**src/hw/rtl/omf_pkg.sv**
```systemverilog
`timescale 1ns / 1ps
`default_nettype none

package omf_pkg;

  localparam int ACTION_W = 2;
  localparam int PORT_ID_W = 8;
  localparam int STATUS_W = 4;

  typedef enum logic [ACTION_W-1:0] {
    ACT_LOCK    = 2'd0,
    ACT_TRYLOCK = 2'd1,
    ACT_UNLOCK  = 2'd2,
    ACT_DESTROY = 2'd3
  } action_t;

  typedef enum logic [STATUS_W-1:0] {
    ST_GRANTED        = 4'd0,
    ST_ALREADY        = 4'd1,
    ST_QUEUED         = 4'd2,
    ST_BUSY           = 4'd3,
    ST_RELEASED       = 4'd4,
    ST_HANDOFF        = 4'd5,
    ST_NOT_OWNER      = 4'd6,
    ST_DESTROY_LOCKED = 4'd7,
    ST_DESTROY_OK     = 4'd8,
    ST_QUEUE_FULL     = 4'd9
  } status_t;

  typedef struct packed {
    logic [ACTION_W-1:0]  action;
    logic [PORT_ID_W-1:0] requester;
  } in_beat_t;

  typedef struct packed {
    logic [STATUS_W-1:0]  status;
    logic                 wake_valid;
    logic [PORT_ID_W-1:0] wake_id;
    logic                 held;
  } out_beat_t;

  typedef struct packed {
    logic push;
    logic pop;
  } queue_ctl_t;

  typedef struct packed {
    logic empty;
    logic full;
  } queue_stat_t;

  typedef struct packed {
    logic load;
    logic shift;
  } cell_ctl_t;

endpackage

`default_nettype wire

```
**src/hw/rtl/omf_if.sv**
```systemverilog
`timescale 1ns / 1ps
`default_nettype none

interface omf_in_if;
  logic             valid;
  logic             ready;
  omf_pkg::in_beat_t data;

  modport source (output valid, output data, input ready);
  modport sink   (input valid, input data, output ready);
endinterface

interface omf_out_if;
  logic               valid;
  logic               ready;
  omf_pkg::out_beat_t data;

  modport source (output valid, output data, input ready);
  modport sink   (input valid, input data, output ready);
endinterface

`default_nettype wire

```
**src/hw/rtl/omf_cell.sv**
```systemverilog
`timescale 1ns / 1ps
`default_nettype none

module omf_cell #(
  parameter int W = 8
) (
  input  logic                clk,
  input  omf_pkg::cell_ctl_t  ctl,
  input  logic [W-1:0]        d_in,
  input  logic [W-1:0]        nb_in,
  output logic [W-1:0]        q
);
  import omf_pkg::*;

  always_ff @(posedge clk) begin
    if (ctl.load) begin
      q <= d_in;
    end else if (ctl.shift) begin
      q <= nb_in;
    end
  end

endmodule

`default_nettype wire

```
**src/hw/rtl/omf_queue.sv**
```systemverilog
`timescale 1ns / 1ps
`default_nettype none

module omf_queue #(
  parameter int W     = 8,
  parameter int DEPTH = 16
) (
  input  logic                  clk,
  input  logic                  rst,
  input  omf_pkg::queue_ctl_t   ctl,
  input  logic [W-1:0]          din,
  output logic [W-1:0]          head,
  output omf_pkg::queue_stat_t  stat
);
  import omf_pkg::*;

  localparam int CW = $clog2(DEPTH + 1);

  logic [CW-1:0] count;
  logic [W-1:0]  cell_q [DEPTH];

  always_ff @(posedge clk) begin
    if (rst) begin
      count <= '0;
    end else if (ctl.push && !ctl.pop) begin
      count <= count + CW'(1);
    end else if (ctl.pop && !ctl.push) begin
      count <= count - CW'(1);
    end
  end

  for (genvar i = 0; i < DEPTH; i++) begin : g_cell
    cell_ctl_t     cctl;
    logic [W-1:0]  nb;

    assign cctl.load  = ctl.push && (count == CW'(i));
    assign cctl.shift = ctl.pop;

    if (i == DEPTH - 1) begin : g_last
      assign nb = '0;
    end else begin : g_mid
      assign nb = cell_q[i+1];
    end

    omf_cell #(.W(W)) u_cell (
      .clk   (clk),
      .ctl   (cctl),
      .d_in  (din),
      .nb_in (nb),
      .q     (cell_q[i])
    );
  end

  assign head       = cell_q[0];
  assign stat.empty = (count == '0);
  assign stat.full  = (count == CW'(DEPTH));

  a_count_range: assert property (@(posedge clk) disable iff (rst)
    count <= CW'(DEPTH))
    else $error("queue count beyond depth");

  a_no_push_full: assert property (@(posedge clk) disable iff (rst)
    ctl.push |-> !stat.full)
    else $error("push into full queue");

  a_pop_count: assert property (@(posedge clk) disable iff (rst)
    (ctl.pop && !ctl.push) |=> (count == $past(count) - CW'(1)))
    else $error("pop did not decrement count");

endmodule

`default_nettype wire

```
**src/hw/rtl/owner_mutex_fifo_handoff_top.sv**
```systemverilog
`timescale 1ns / 1ps
`default_nettype none

// Mutex unit with a FIFO of waiters and direct hand-off of ownership. Each
// request beat (action, requester) yields exactly one result beat (status,
// wake_valid, wake_id, held). The flag, the owner
// register and the waiter queue are updated at the edge that accepts a request, and
// the result lands in an output register, so one request per cycle is taken
// while the result side keeps up; a stalled result holds off only the next
// request. The waiter queue is a row of QUEUE_DEPTH shift cells: a new waiter
// is written into the cell at the fill position and a hand-off shifts every
// cell one place toward the head. Requester bits above ID_BITS are ignored.
module owner_mutex_fifo_handoff_top #(
  parameter int ID_BITS     = 8,
  parameter int QUEUE_DEPTH = 16
) (
  input  logic        clk,
  input  logic        rst,
  omf_in_if.sink      in_ch,
  omf_out_if.source   out_ch
);
  import omf_pkg::*;

  logic               held;
  logic               held_next;
  logic [ID_BITS-1:0] owner;
  logic [ID_BITS-1:0] owner_next;
  logic [ID_BITS-1:0] req;
  logic [ID_BITS-1:0] head;
  logic [ID_BITS-1:0] wid;
  logic [PORT_ID_W-1:0] wid_port;
  logic               wv;
  status_t            status;
  logic               push;
  logic               pop;
  logic               accept;
  queue_ctl_t         qctl;
  queue_stat_t        qstat;
  logic               out_valid;
  out_beat_t          out_beat;

  if (ID_BITS >= PORT_ID_W) begin : g_wide
    assign req      = ID_BITS'(in_ch.data.requester);
    assign wid_port = wid[PORT_ID_W-1:0];
  end else begin : g_narrow
    assign req      = in_ch.data.requester[ID_BITS-1:0];
    assign wid_port = PORT_ID_W'(wid);
  end

  assign in_ch.ready = !out_valid || out_ch.ready;
  assign accept      = in_ch.valid && in_ch.ready;

  always_comb begin
    held_next  = held;
    owner_next = owner;
    push       = 1'b0;
    pop        = 1'b0;
    wv         = 1'b0;
    wid        = '0;
    status     = ST_GRANTED;
    case (action_t'(in_ch.data.action))
      ACT_LOCK: begin
        if (!held) begin
          held_next  = 1'b1;
          owner_next = req;
          status     = ST_GRANTED;
        end else if (req == owner) begin
          status = ST_ALREADY;
        end else if (qstat.full) begin
          status = ST_QUEUE_FULL;
        end else begin
          push   = 1'b1;
          status = ST_QUEUED;
        end
      end
      ACT_TRYLOCK: begin
        if (!held) begin
          held_next  = 1'b1;
          owner_next = req;
          status     = ST_GRANTED;
        end else begin
          status = ST_BUSY;
        end
      end
      ACT_UNLOCK: begin
        if (!held || req != owner) begin
          status = ST_NOT_OWNER;
        end else if (!qstat.empty) begin
          owner_next = head;
          pop        = 1'b1;
          wv         = 1'b1;
          wid        = head;
          status     = ST_HANDOFF;
        end else begin
          held_next  = 1'b0;
          owner_next = '0;
          status     = ST_RELEASED;
        end
      end
      default: begin
        status = held ? ST_DESTROY_LOCKED : ST_DESTROY_OK;
      end
    endcase
  end

  assign qctl.push = accept && push;
  assign qctl.pop  = accept && pop;

  omf_queue #(.W(ID_BITS), .DEPTH(QUEUE_DEPTH)) u_queue (
    .clk  (clk),
    .rst  (rst),
    .ctl  (qctl),
    .din  (req),
    .head (head),
    .stat (qstat)
  );

  always_ff @(posedge clk) begin
    if (rst) begin
      held  <= 1'b0;
      owner <= '0;
    end else if (accept) begin
      held  <= held_next;
      owner <= owner_next;
    end
  end

  // result register
  always_ff @(posedge clk) begin
    if (rst) begin
      out_valid <= 1'b0;
    end else if (accept) begin
      out_valid <= 1'b1;
    end else if (out_ch.ready) begin
      out_valid <= 1'b0;
    end
  end

  always_ff @(posedge clk) begin
    if (accept) begin
      out_beat.status     <= status;
      out_beat.wake_valid <= wv;
      out_beat.wake_id    <= wid_port;
      out_beat.held       <= held_next;
    end
  end

  assign out_ch.valid = out_valid;
  assign out_ch.data  = out_beat;

  a_free_no_owner: assert property (@(posedge clk) disable iff (rst)
    !held |-> (owner == '0))
    else $error("free lock keeps an owner");

  a_wake_handoff: assert property (@(posedge clk) disable iff (rst)
    out_valid |-> (out_beat.wake_valid == (out_beat.status == ST_HANDOFF)))
    else $error("wake flag disagrees with status");

  a_handoff_owner: assert property (@(posedge clk) disable iff (rst)
    qctl.pop |=> (held && owner == $past(head)))
    else $error("hand-off did not pass ownership to queue head");

endmodule

`default_nettype wire

```
**src/flat_wrapper.sv**
```systemverilog
// flat-port wrapper written by rule: the top's interface ports become plain ports
module owner_mutex_fifo_handoff_top_flat import omf_pkg::*;
#(
  parameter int ID_BITS     = 8,
  parameter int QUEUE_DEPTH = 16
)
  (clk, rst, in_ch_valid, in_ch_data, in_ch_ready, out_ch_valid, out_ch_data, out_ch_ready);
  omf_in_if in_ch_i ();
  omf_out_if out_ch_i ();
  input  logic clk;
  input  logic rst;
  input wire logic [$bits(in_ch_i.valid)-1:0] in_ch_valid;
  input wire logic [$bits(in_ch_i.data)-1:0] in_ch_data;
  output wire logic [$bits(in_ch_i.ready)-1:0] in_ch_ready;
  output wire logic [$bits(out_ch_i.valid)-1:0] out_ch_valid;
  output wire logic [$bits(out_ch_i.data)-1:0] out_ch_data;
  input wire logic [$bits(out_ch_i.ready)-1:0] out_ch_ready;
  assign in_ch_i.valid = in_ch_valid;
  assign in_ch_i.data = in_ch_data;
  assign in_ch_ready = in_ch_i.ready;
  assign out_ch_valid = out_ch_i.valid;
  assign out_ch_data = out_ch_i.data;
  assign out_ch_i.ready = out_ch_ready;
  owner_mutex_fifo_handoff_top #(.ID_BITS(ID_BITS), .QUEUE_DEPTH(QUEUE_DEPTH)) u_core (.clk(clk), .rst(rst), .in_ch(in_ch_i), .out_ch(out_ch_i));
endmodule
```
**config.mk**
```make
export PLATFORM = sky130hd
export DESIGN_NAME = owner_mutex_fifo_handoff_top_flat
export DESIGN_NICKNAME = d
export VERILOG_FILES = /design/src/hw/rtl/omf_pkg.sv /design/src/hw/rtl/omf_if.sv /design/src/hw/rtl/omf_cell.sv /design/src/hw/rtl/omf_queue.sv /design/src/hw/rtl/owner_mutex_fifo_handoff_top.sv /design/src/flat_wrapper.sv
export SDC_FILE = /design/constraint.sdc
export NUM_CORES = 1
export LEC_CHECK = 0
export BUFFER_PORTS_ARGS = -buffer_cell sky130_fd_sc_hd__buf_2
export CAP_MARGIN = 20
export CORE_ASPECT_RATIO = 0.8
export CORE_UTILIZATION = 34
export DETAILED_ROUTE_END_ITERATION = 12
export SKIP_LAST_GASP = 1
export SLEW_MARGIN = 10
export SYNTH_ARGS = -nofsm -noshare
export SYNTH_HDL_FRONTEND = slang
export SYNTH_HIERARCHICAL = 1
export SYNTH_SLANG_ARGS = --single-unit
```
**constraint.sdc**
```tcl
create_clock -name clk -period 4.2 [get_ports clk]
set_clock_uncertainty 0.15 [all_clocks]
set_input_delay 0.63 -clock clk [delete_from_list [all_inputs] [get_ports clk]]
set_output_delay 0.63 -clock clk [all_outputs]
set_load 0.01 [all_outputs]
```
==> results of run 1 <==
==> layer usage <==
metal / share of wire / up-vias / GRT usage
met5: 0 / - / 0
met4: 0.010 / 0 / 0.04769
met3: 0.047 / 15 / 0.03396
met2: 0.45 / 89 / 0.2103
met1: 0.50 / 2042 / 0.1868
li1: - / 1909 / -
==> metrics by stage <==
stage	power (W)	hold WS [ns]
2_1_floorplan	0.001802	0.3103
3_3_place_gp	0.001870	0.3223
3_5_place_dp	0.001873	0.3315
4_1_cts	0.003419	0.2951
5_1_grt	0.003494	0.3306
6_report	0.003384	0.3097
==> worst min-delay path: cells and delay by family <==
| kind | cells | cell delay, ns |
|---|---|---|
| AOI/OAI and AO/OA | 1 | 0.05 |
| buffers and inverters | 2 | 0.14 |
==> final timing paths <==
check                                                              to  cells after the start  slack [ns]
worst max register to register  u_core/u_queue/g_cell[11].u_cell/q[0]                     10        0.49
worst max-delay path            u_core/u_queue/g_cell[11].u_cell/q[0]                     10        0.49
worst min-delay path                              u_core/out_ch.valid                      3        0.31
worst min register to register                        u_core/owner[6]                      2        0.34
==> report_power, final <==
part	switching, W	leakage [nW]	internal (W)
clock	0.000613	0.287	0.000933
sequential	0.00000951	1.41	0.00170
combinational	0.0000851	1.63	0.0000482
==> flip-flops by register name, summed over array words and instances (netlist names) <==
| register | cells |
|---|---|
| u_core/out_ch.valid | 1 |
| u_core/u_queue/count | 5 |
| u_core/out_ch.data | 14 |
| u_core/u_queue/g_cell.u_cell/q | 128 |
| u_core/held | 1 |
| u_core/owner | 8 |
==> cell families after synthesis <==
family,after synthesis
AND/OR/NAND/NOR,105
AO/OA/AOI/OAI,39
buffers and inverters,33
other,1
XOR/XNOR,10
multiplexers,131
flip-flops,157
adder cells (fa/ha/maj),7
==> placed cells by master, fill, tap and decap left out, drive strengths merged <==
cell type,count
a21boi,1
a21oi,14
a22o,1
a22oi,9
a31oi,1
and2,24
and3,1
buf,56
bufinv,3
clkbuf,17
clkinv,6
clkinvlp,2
conb,8
dfxtp,15
edfxtp,142
ha,7
inv,11
mux2,129
mux2i,2
nand2,14
nand2b,12
nand3,9
nand3b,1
nand4,3
nor2,8
nor2b,2
nor3,2
nor3b,3
nor4,3
o21ai,12
o21bai,1
or2,17
or3,2
or3b,1
or4,3
xnor2,9
xor2,1
==> cell type report <==
cell class | count | area (um2)
fill | 2095 | 13590
inverter | 8 | 30.03
clock inverter | 14 | 167.7
timing repair buffer | 56 | 347.8
tap | 306 | 382.9
sequential | 157 | 4564
multi-input combinational | 300 | 3058
clock buffer | 17 | 425.4
==> metrics.md, run 1 <==
| Metric | Value |
|---|---|
| Async set-reset flop share out of synthesis | `0` |
| Final HPWL DP | `10,420 um` |
| Placed cell area | `0.008383 mm2` |
| Setup ws final | `0.4859 ns` |
| Part of the cycle the worst path needs | `0.8843` |
| Share of cells above drive strength 1 | `0.4094` |
| Final setup viols | `0` |
| Commonest cells post-synth | `142 x edfxtp_1, 128 x mux2_4, 24 x and2_1` |
| CTS Buf Count | `17` |
| GRT Overall Usage | `0.1366` |
| Die height | `138.0 um` |
| # diodes | `0` |
| Simple-gate area share of the yosys netlist | `0.08248` |
| Crit-path slowest cell | `nor3b_1` |
| Initial antenna violation count | `0` |
| Starting Density | `0.3483` |
| # rows | `49` |
| Die width | `172.0 um` |
| Crit start category | `register` |
| CP arrival | `3.73 ns` |
| TNS Setup | `0 ns` |
| Worst Path Required | `4.22 ns` |
| # clock sinks | `157` |
| Share of the synthesized area in the top cell type | `0.5427` |
| Crit path from | `u_core/u_queue/count[0]` |
| Non-filler cells, final | `858` |
| Ys Warns | `6` |
| Dominant cell by count in the synthesized netlist | `edfxtp_1` |
| CORE AREA | `0.02256 mm2` |
| Cell Pwr Density | `377.0 mW/mm2` |
| Buffers & Inverters on Critical Path | `2` |
| Final period demand of the worst path | `3.714 ns` |
| Crit path max fanout | `7` |
| CTS root buffer | `clkbuf_16` |
| Drt total wl | `14,980 um` |
| Postcts setup bufs | `0` |
| Endpoints failing hold | `0` |
| Vias in the first global route | `4,147` |
| Post-Route Utilization | `0.3978` |
| Vias | `4,055` |
| Highest clock rate | `269.2 MHz` |
| Synthesized flop and latch total | `157` |
| Post-DRT Antenna Nets | `0` |
| CP peak stage delay | `0.50 ns` |
| Hold Crit Start | `in_ch_valid` |
| CTS tree | `yes` |
| DR iter-0 viols | `267` |
| Final net count | `561` |
| Ranking of synthesized cells by area | `edfxtp_1 54%, mux2_4 24%, dfxtp_1 3.8%` |
| First-pass GRT wire length | `23,750 um` |
| Top Ports | `30` |
| Hold crit path type | `in -> reg` |
| Status | `complete, no violations` |
| Clk Latency, worst-skew pair | `0.42 ns` |
| Number of synthesized flops with an enable pin | `142` |
| Via/cell ratio | `4.726` |
| Reg clk slew, reported paths | `0.06 ns` |
| Largest net degree at the start of global routing | `19` |
| Reg-to-reg startpoint | `u_core/u_queue/count[0]` |
| Register area share after synthesis | `0.5809` |
| CP delay by family, top | `simple AND/OR/NAND/NOR gates` |
| # placed instances | `827` |
| Post-synth top area cell | `edfxtp_1` |
| Synthesized area per cell | `16.27 um2` |
| Max-Cap Viols | `0` |
| LEAKAGE | `3.329 nW` |
| Post-Syn Area | `0.007858 mm2` |
| Routed wire per std cell | `17.46 um` |
| Main synth FF type | `edfxtp_1` |
| CP Cell Sequence | `inv_1 -> ha_1 -> or3b_4 -> nor2_1 -> nor4_1 -> nand2b_1 -> nor3b_1 -> and2_1 -> buf_4 -> mux2_4` |
| Post-Synth XOR/XNOR Area | `0.01401` |
| Fin area | `0.008976 mm2` |
| Area Overhead vs Synth | `14.24%` |
| Worst vdd ir | `0.2369 mV` |
| Die area | `0.02373 mm2` |
| Setup WS pre-CTS | `0.2566 ns` |
| Largest family of logic cells by synthesized area | `multiplexers` |
| Area share of fa/ha/maj cells after synthesis | `0.01115` |
| Fin. max-slew vios | `0` |
| Hold_buf cts | `0` |
| Post-CTS resize count | `0` |
| Drt first pass iters | `4` |
| GRT Residual Overflow | `0` |
| Port bufs | `29` |
| Longest Clk Path Bufs | `2` |
| Mux cell area share after synthesis | `0.2486` |
| Library cells used by synthesis | `43` |
| Measured slew at the worst slew-check pin | `0.7531 ns` |
| CP endpoint kind | `register` |
| Cells after Synth | `483` |
| Slew margin rel. | `0.4961` |
| Worst setup path class | `reg -> reg` |
| GPL Wtd Cong | `0.8254` |
| RSZ-0062 raised after global routing | `no` |
| Synth Area in Compound Gates | `0.02914` |
| Residual DRC | `0` |
| H-tree levels | `4` |
Note: power is estimated with default switching activity, not from simulation.
==> inputs of run 2 (changes only) <==
Settings changed: BUFFER_PORTS_ARGS -buffer_cell sky130_fd_sc_hd__buf_2 to -buffer_cell sky130_fd_sc_hd__buf_4.
==> run 2 against run 1 <==
First-iteration DRC count up 1.5%. Highest routed layer unchanged. Fmax up 7.1%. Power up 4.3%. Worst hold slack about the same. Final area up 1.3%. Critical path depth up 1. Global-route usage up 0.14 points. Worst setup slack better by 0.25 ns. Clock power up 8%. Register-to-register slack better by 0.25 ns. Via count down 0.94%. Sequential cell count unchanged.
==> metrics.md, run 2 (synthesized netlist as in run 1, its figures left out) <==
| Metric | Value |
|---|---|
| Status | `complete, no violations (unchanged)` |
| Area Overhead vs Synth | `15.70% (was 14.24%)` |
| Crit start category | `register (unchanged)` |
| Reg clk slew, reported paths | `0.06 ns (about the same)` |
| Net Sw Power | `0.0007235 W (was 0.0007077 W)` |
| Internal | `0.002806 W (was 0.002677 W)` |
| Die area | `0.02373 mm2 (unchanged)` |
| Final HPWL DP | `10,170 um (was 10,420 um)` |
| # diodes | `0 (unchanged)` |
| Final setup viols | `0 (unchanged)` |
| Largest net degree at the start of global routing | `20 (was 19)` |
| Measured slew at the worst slew-check pin | `0.6396 ns (was 0.7531 ns)` |
| Worst setup path class | `reg -> reg (unchanged)` |
| Seq pwr share | `0.483 (was 0.504)` |
| Final net count | `560 (was 561)` |
| Vias in the first global route | `4,167 (was 4,147)` |
| Postcts setup bufs | `0 (unchanged)` |
| GRT Overall Usage | `0.1380 (was 0.1366)` |
| Port bufs | `29 (unchanged)` |
| GPL Wtd Cong | `0.7910 (was 0.8254)` |
| CP endpoint kind | `register (unchanged)` |
| Starting Density | `0.3483 (unchanged)` |
| Initial antenna violation count | `0 (unchanged)` |
| Endpoints failing hold | `0 (unchanged)` |
| Post-DRT Antenna Nets | `0 (unchanged)` |
| Die width | `172.0 um (unchanged)` |
| Fin area | `0.009091 mm2 (was 0.008976 mm2)` |
| Clock share of power | `0.477 (was 0.457)` |
| CTS tree | `yes (unchanged)` |
| Via/cell ratio | `4.682 (was 4.726)` |
| Top Ports | `30 (unchanged)` |
| Share of cells above drive strength 1 | `0.4058 (was 0.4094)` |
| Hold_buf cts | `0 (unchanged)` |
| Die height | `138.0 um (unchanged)` |
| CP arrival | `3.49 ns (was 3.73 ns)` |
| Largest register FFs | `128 (unchanged)` |
| Slew margin rel. | `0.5736 (was 0.4961)` |
| Longest Clk Path Bufs | `2 (unchanged)` |
| # fillers | `2,107 (was 2,095)` |
| Worst Path Required | `4.22 ns (about the same)` |
| TNS Setup | `0 ns (unchanged)` |
| CTS Buf Count | `17 (unchanged)` |
| Fin. max-slew vios | `0 (unchanged)` |
| Placed cell area | `0.008448 mm2 (was 0.008383 mm2)` |
| Commonest cells after routing, fill and taps aside | `142 x edfxtp_1, 128 x mux2_4, 55 x buf_4, 24 x and2_1, 17 x clkbuf_16 (was 142 x edfxtp_1, 128 x mux2_4, 29 x buf_2, 27 x buf_4, 24 x and2_1)` |
| RSZ-0062 raised after global routing | `no (unchanged)` |
| Part of the cycle the worst path needs | `0.8254 (was 0.8843)` |
| CTS root buffer | `clkbuf_16 (unchanged)` |
| Cell Pwr Density | `388.2 mW/mm2 (was 377.0 mW/mm2)` |
| Routed wire per std cell | `17.63 um (was 17.46 um)` |
| LEAKAGE | `3.363 nW (was 3.329 nW)` |
| Hold crit path type | `in -> reg (unchanged)` |
| Post-Route Utilization | `0.4030 (was 0.3978)` |
| Drt first pass iters | `4 (unchanged)` |
| Residual DRC | `0 (unchanged)` |
| Post-CTS resize count | `0 (unchanged)` |
| First-pass GRT wire length | `24,010 um (was 23,750 um)` |
| DR iter-0 viols | `271 (was 267)` |
| Worst vdd ir | `0.2063 mV (was 0.2369 mV)` |
| GRT Residual Overflow | `0 (unchanged)` |
| Drt total wl | `15,130 um (was 14,980 um)` |
| CORE AREA | `0.02256 mm2 (unchanged)` |
| Final period demand of the worst path | `3.467 ns (was 3.714 ns)` |
| Vias | `4,017 (was 4,055)` |
| Total power | `0.003529 W (was 0.003384 W)` |
| Max-Cap Viols | `0 (unchanged)` |
| # rows | `49 (unchanged)` |
| # clock sinks | `157 (unchanged)` |
| Switching Fraction | `0.2050 (was 0.2091)` |
| Crit path max fanout | `7 (unchanged)` |
| Gate power share | `0.040 (was 0.039)` |
| Clk Latency, worst-skew pair | `0.42 ns (about the same)` |
| Highest clock rate | `288.5 MHz (was 269.2 MHz)` |
| Largest reg by FF count | `u_core/u_queue/g_cell.u_cell/q (unchanged)` |
| Most common cell after layout, fill and taps aside | `edfxtp_1 (unchanged)` |
| H-tree levels | `4 (unchanged)` |
run 2: cell count changes in the layout (fill, tap and decap cells not counted):
cell / delta
buf_2: -29
inv_6: -1
clkinv_1: +2
clkinv_2: -2
inv_8: +1
bufinv_16: +2
clkinvlp_4: +1
buf_4: +28
clkinv_4: -2
run 2: final timing paths:
| check | start | endpoint | slack (ns) | cells after the start |
|---|---|---|---|---|
| worst max-delay path | u_core/u_queue/count[0] | u_core/u_queue/g_cell[10].u_cell/q[7] | 0.73 | 11 |
| worst min-delay path | in_ch_valid | u_core/out_ch.valid | 0.31 | 3 |
| worst min register to register | u_core/owner[6] | u_core/owner[6] | 0.34 | 2 |
| worst max register to register | u_core/u_queue/count[0] | u_core/u_queue/g_cell[10].u_cell/q[7] | 0.73 | 11 |
run 2: critical path, cell delays in order (launching register included):
cell,delay [ns]
dfxtp_1,0.46
inv_1,0.10
ha_1,0.27
or3b_4,0.28
nor2_1,0.07
nor4_1,0.33
buf_4,0.19
nand2b_1,0.12
nor3b_1,0.35
and2_1,0.32
buf_4,0.23
mux2_4,0.33
run 2: power by group through the flow:
stage | Sequential [W] | Clock [W] | Combinational [W]
after global routing | 0.00170 | 0.00177 | 0.000155
after global placement | 0.00174 | 0 | 0.000140
after floorplan | 0.00174 | 0 | 0.0000623
final | 0.00170 | 0.00168 | 0.000142
after CTS | 0.00170 | 0.00171 | 0.000144
after detailed placement | 0.00174 | 0 | 0.000143
run 2: final cells by class:
type,count,area [um2],area share
flip-flops and latches,157,4564,0.5021
multi-input cells,300,3058,0.3364
clock buffers,17,425.4,0.04679
repair buffers,55,412.9,0.04542
well taps,306,382.9,0.04211
clock inverters,15,217.7,0.02395
inverters,8,30.03,0.003303
run 2: stage by stage:
| step | worst slack (ns) | hold slack (ns) | instances |
|---|---|---|---|
| after floorplan | 0.8354 | 0.3103 | 490 |
| after global placement | 0.5034 | 0.3218 | 826 |
| after detailed placement | 0.4131 | 0.3283 | 826 |
| after CTS | 0.7494 | 0.2907 | 858 |
| after global routing | 0.4524 | 0.3053 | 858 |
| final | 0.7333 | 0.3097 | 858 |
run 2: layer usage:
layer	vias to the layer above	global-route usage	wire [um]
li1	1910	-	-
met5	-	0	0
met3	18	0.02939	514
met1	2019	0.1932	7709
met2	70	0.2081	6661
met4	0	0.05457	244
==> inputs of run 3 (changes only) <==
Clock period 4.2 ns to 3.4 ns, I/O delays scaled along.
==> run 3 against run 2 <==
Worst hold slack got worse by 0.12 ns. Power rose by 17%. Critical path depth shrank 1. Final area increased by 1.4%. Global-route usage up 0.099 points. Fmax is 12% higher. Die area is the same. Non-clock buffer count increased by 10. Via count is 1.5% higher. Clock power is 9.5% higher.
==> metrics.md, run 3 (synthesized netlist as in run 1, its figures left out) <==
| Metric | Value |
|---|---|
| Status | `complete, no violations (unchanged)` |
| Die area | `0.02373 mm2 (unchanged)` |
| Worst setup path class | `reg -> reg (unchanged)` |
| Final net count | `570 (was 560)` |
| Max-Cap Viols | `0 (unchanged)` |
| Final setup viols | `0 (unchanged)` |
| # fillers | `2,102 (was 2,107)` |
| Postcts setup bufs | `0 (unchanged)` |
| Die height | `138.0 um (unchanged)` |
| Drt first pass iters | `5 (was 4)` |
| CTS tree | `yes (unchanged)` |
| RR Endpoint | `u_core/u_queue/g_cell[9].u_cell/q[4] (was u_core/u_queue/g_cell[10].u_cell/q[7])` |
| Starting Density | `0.3483 (unchanged)` |
| Final HPWL DP | `10,600 um (was 10,170 um)` |
| FF-to-FF path depth | `10 (was 11)` |
| Largest net degree at the start of global routing | `19 (was 20)` |
| Reg clk slew, reported paths | `0.07 ns (was 0.06 ns)` |
| Routed wire per std cell | `17.32 um (was 17.63 um)` |
| Area Overhead vs Synth | `17.34% (was 15.70%)` |
| Worst Path Required | `3.43 ns (was 4.22 ns)` |
| Measured slew at the worst slew-check pin | `0.6433 ns (was 0.6396 ns)` |
| Total power | `0.004127 W (was 0.003529 W)` |
| GRT Residual Overflow | `0 (unchanged)` |
| DR WL met3 | `848 um (was 514 um)` |
| Part of the cycle the worst path needs | `0.9074 (was 0.8254)` |
| Top Metal Used | `met4 (unchanged)` |
| Endpoints failing hold | `0 (unchanged)` |
| Fin. max-slew vios | `0 (unchanged)` |
| Non-filler cells, final | `868 (was 858)` |
| CORE AREA | `0.02256 mm2 (unchanged)` |
| # placed instances | `836 (was 826)` |
| Largest register FFs | `128 (unchanged)` |
| Metal2 WL | `6853 um (was 6661 um)` |
| CP endpoint | `u_core/u_queue/g_cell[9].u_cell/q[4] (was u_core/u_queue/g_cell[10].u_cell/q[7])` |
| M1 wire length | `7072 um (was 7709 um)` |
| TNS Setup | `0 ns (unchanged)` |
| Placed cell area | `0.008636 mm2 (was 0.008448 mm2)` |
| Die width | `172.0 um (unchanged)` |
| Initial antenna violation count | `0 (unchanged)` |
| Drt total wl | `15,030 um (was 15,130 um)` |
| Fin area | `0.009220 mm2 (was 0.009091 mm2)` |
| Crit start category | `register (unchanged)` |
| Slew margin rel. | `0.5711 (was 0.5736)` |
| Crit path from | `u_core/u_queue/count[0] (unchanged)` |
| Port bufs | `29 (unchanged)` |
| Residual DRC | `0 (unchanged)` |
| LEAKAGE | `3.411 nW (was 3.363 nW)` |
| First-pass GRT wire length | `23,970 um (was 24,010 um)` |
| # diodes | `0 (unchanged)` |
| RSZ-0062 raised after global routing | `no (unchanged)` |
| Vias | `4,076 (was 4,017)` |
| Post-Route Utilization | `0.4087 (was 0.4030)` |
| Worst vdd ir | `0.2295 mV (was 0.2063 mV)` |
| # clock sinks | `157 (unchanged)` |
| Top Ports | `30 (unchanged)` |
| Via/cell ratio | `4.696 (was 4.682)` |
| R2r setup slk | `0.31 ns (was 0.73 ns)` |
| Cell Pwr Density | `447.6 mW/mm2 (was 388.2 mW/mm2)` |
| CTS Buf Count | `17 (unchanged)` |
| Largest reg by FF count | `u_core/u_queue/g_cell.u_cell/q (unchanged)` |
| Final period demand of the worst path | `3.085 ns (was 3.467 ns)` |
| Longest Clk Path Bufs | `2 (unchanged)` |
| CTS root buffer | `clkbuf_16 (unchanged)` |
| Most common cell after layout, fill and taps aside | `edfxtp_1 (unchanged)` |
| Share of cells above drive strength 1 | `0.4217 (was 0.4058)` |
| DR iter-0 viols | `273 (was 271)` |
| CP endpoint kind | `register (unchanged)` |
| Reg-to-reg startpoint | `u_core/u_queue/count[0] (unchanged)` |
| H-tree levels | `4 (unchanged)` |
| Post-DRT Antenna Nets | `0 (unchanged)` |
| Commonest cells after routing, fill and taps aside | `142 x edfxtp_1, 128 x mux2_4, 56 x buf_4, 24 x and2_1, 17 x clkbuf_16 (was 142 x edfxtp_1, 128 x mux2_4, 55 x buf_4, 24 x and2_1, 17 x clkbuf_16)` |
| Hold crit path type | `in -> reg (unchanged)` |
| Clk Latency, worst-skew pair | `0.44 ns (was 0.42 ns)` |
| GRT Overall Usage | `0.1390 (was 0.1380)` |
| Highest clock rate | `324.1 MHz (was 288.5 MHz)` |
| Crit path max fanout | `7 (unchanged)` |
| CP arrival | `3.12 ns (was 3.49 ns)` |
| GPL Wtd Cong | `0.7525 (was 0.7910)` |
| Vias in the first global route | `4,257 (was 4,167)` |
| # rows | `49 (unchanged)` |
## run 3: cell types whose count changed in the layout (fill, tap and decap cells not counted), moves of 2 or more
cell / delta
inv_6: +2
inv_8: +2
clkinv_4: +4
bufinv_16: -4
clkinv_1: -2
buf_12: +9
## run 3: how the worst min path moves through the flow
stage                     from             endpoint  slack (ns)  cells past startpoint
2_1_floorplan  u_core/owner[0]      u_core/owner[0]        0.31                      2
3_3_place_gp   u_core/owner[4]      u_core/owner[4]        0.32                      2
3_5_place_dp   u_core/owner[1]      u_core/owner[1]        0.33                      2
4_1_cts            in_ch_valid  u_core/out_ch.valid        0.15                      3
5_1_grt            in_ch_valid  u_core/out_ch.valid        0.17                      3
6_report           in_ch_valid  u_core/out_ch.valid        0.19                      3
## run 3: repair_timing
| item | 4_1_cts | 5_1_grt |
|---|---|---|
| endpoints found under the hold margin | 0 | 0 |
| hold buffers | 0 | 0 |
| resized for setup | 0 | 1 |
| setup endpoints to repair | 0 | 52 |
## run 3: critical path, cell delays in order (launching register included)
cell,delay (ns)
dfxtp_1,0.33
inv_1,0.06
ha_1,0.20
or3b_4,0.27
nor2_1,0.07
nor4_2,0.38
nand2b_1,0.20
nor3b_1,0.41
and2_1,0.30
buf_12,0.16
mux2_4,0.29
## run 3: final cells by class
type	instances	area, um2	area share
inverter	8	30.03	0.003257
clock buffer	17	425.4	0.04614
multi-input combinational	300	3064	0.3323
sequential	157	4564	0.4950
clock inverter	15	152.6	0.01656
tap	306	382.9	0.04153
timing repair buffer	65	600.6	0.06514
## run 3: per-layer routing
metal / up-vias / global-route usage
met3: 15 / 0.04424
li1: 1931 / -
met2: 89 / 0.2204
met5: - / 0
met1: 2041 / 0.1779
met4: 0 / 0.05064
## run 3: stage by stage
step / hold WS (ns) / setup WS (ns)
6_report: 0.1853 / 0.3150
4_1_cts: 0.1533 / 0.1500
3_3_place_gp: 0.3191 / -0.09000
5_1_grt: 0.1710 / 0.1099
2_1_floorplan: 0.3103 / 0.1554
3_5_place_dp: 0.3268 / -0.09556
## run 3: report_power, final
part	internal (W)	switching [W]	leakage, nW	total, W
sequential	0.00209	0.0000101	1.41	0.00210
clock	0.00103	0.000811	0.278	0.00184
combinational	0.0000727	0.000108	1.72	0.000181
total	0.00320	0.000929	3.41	0.00413
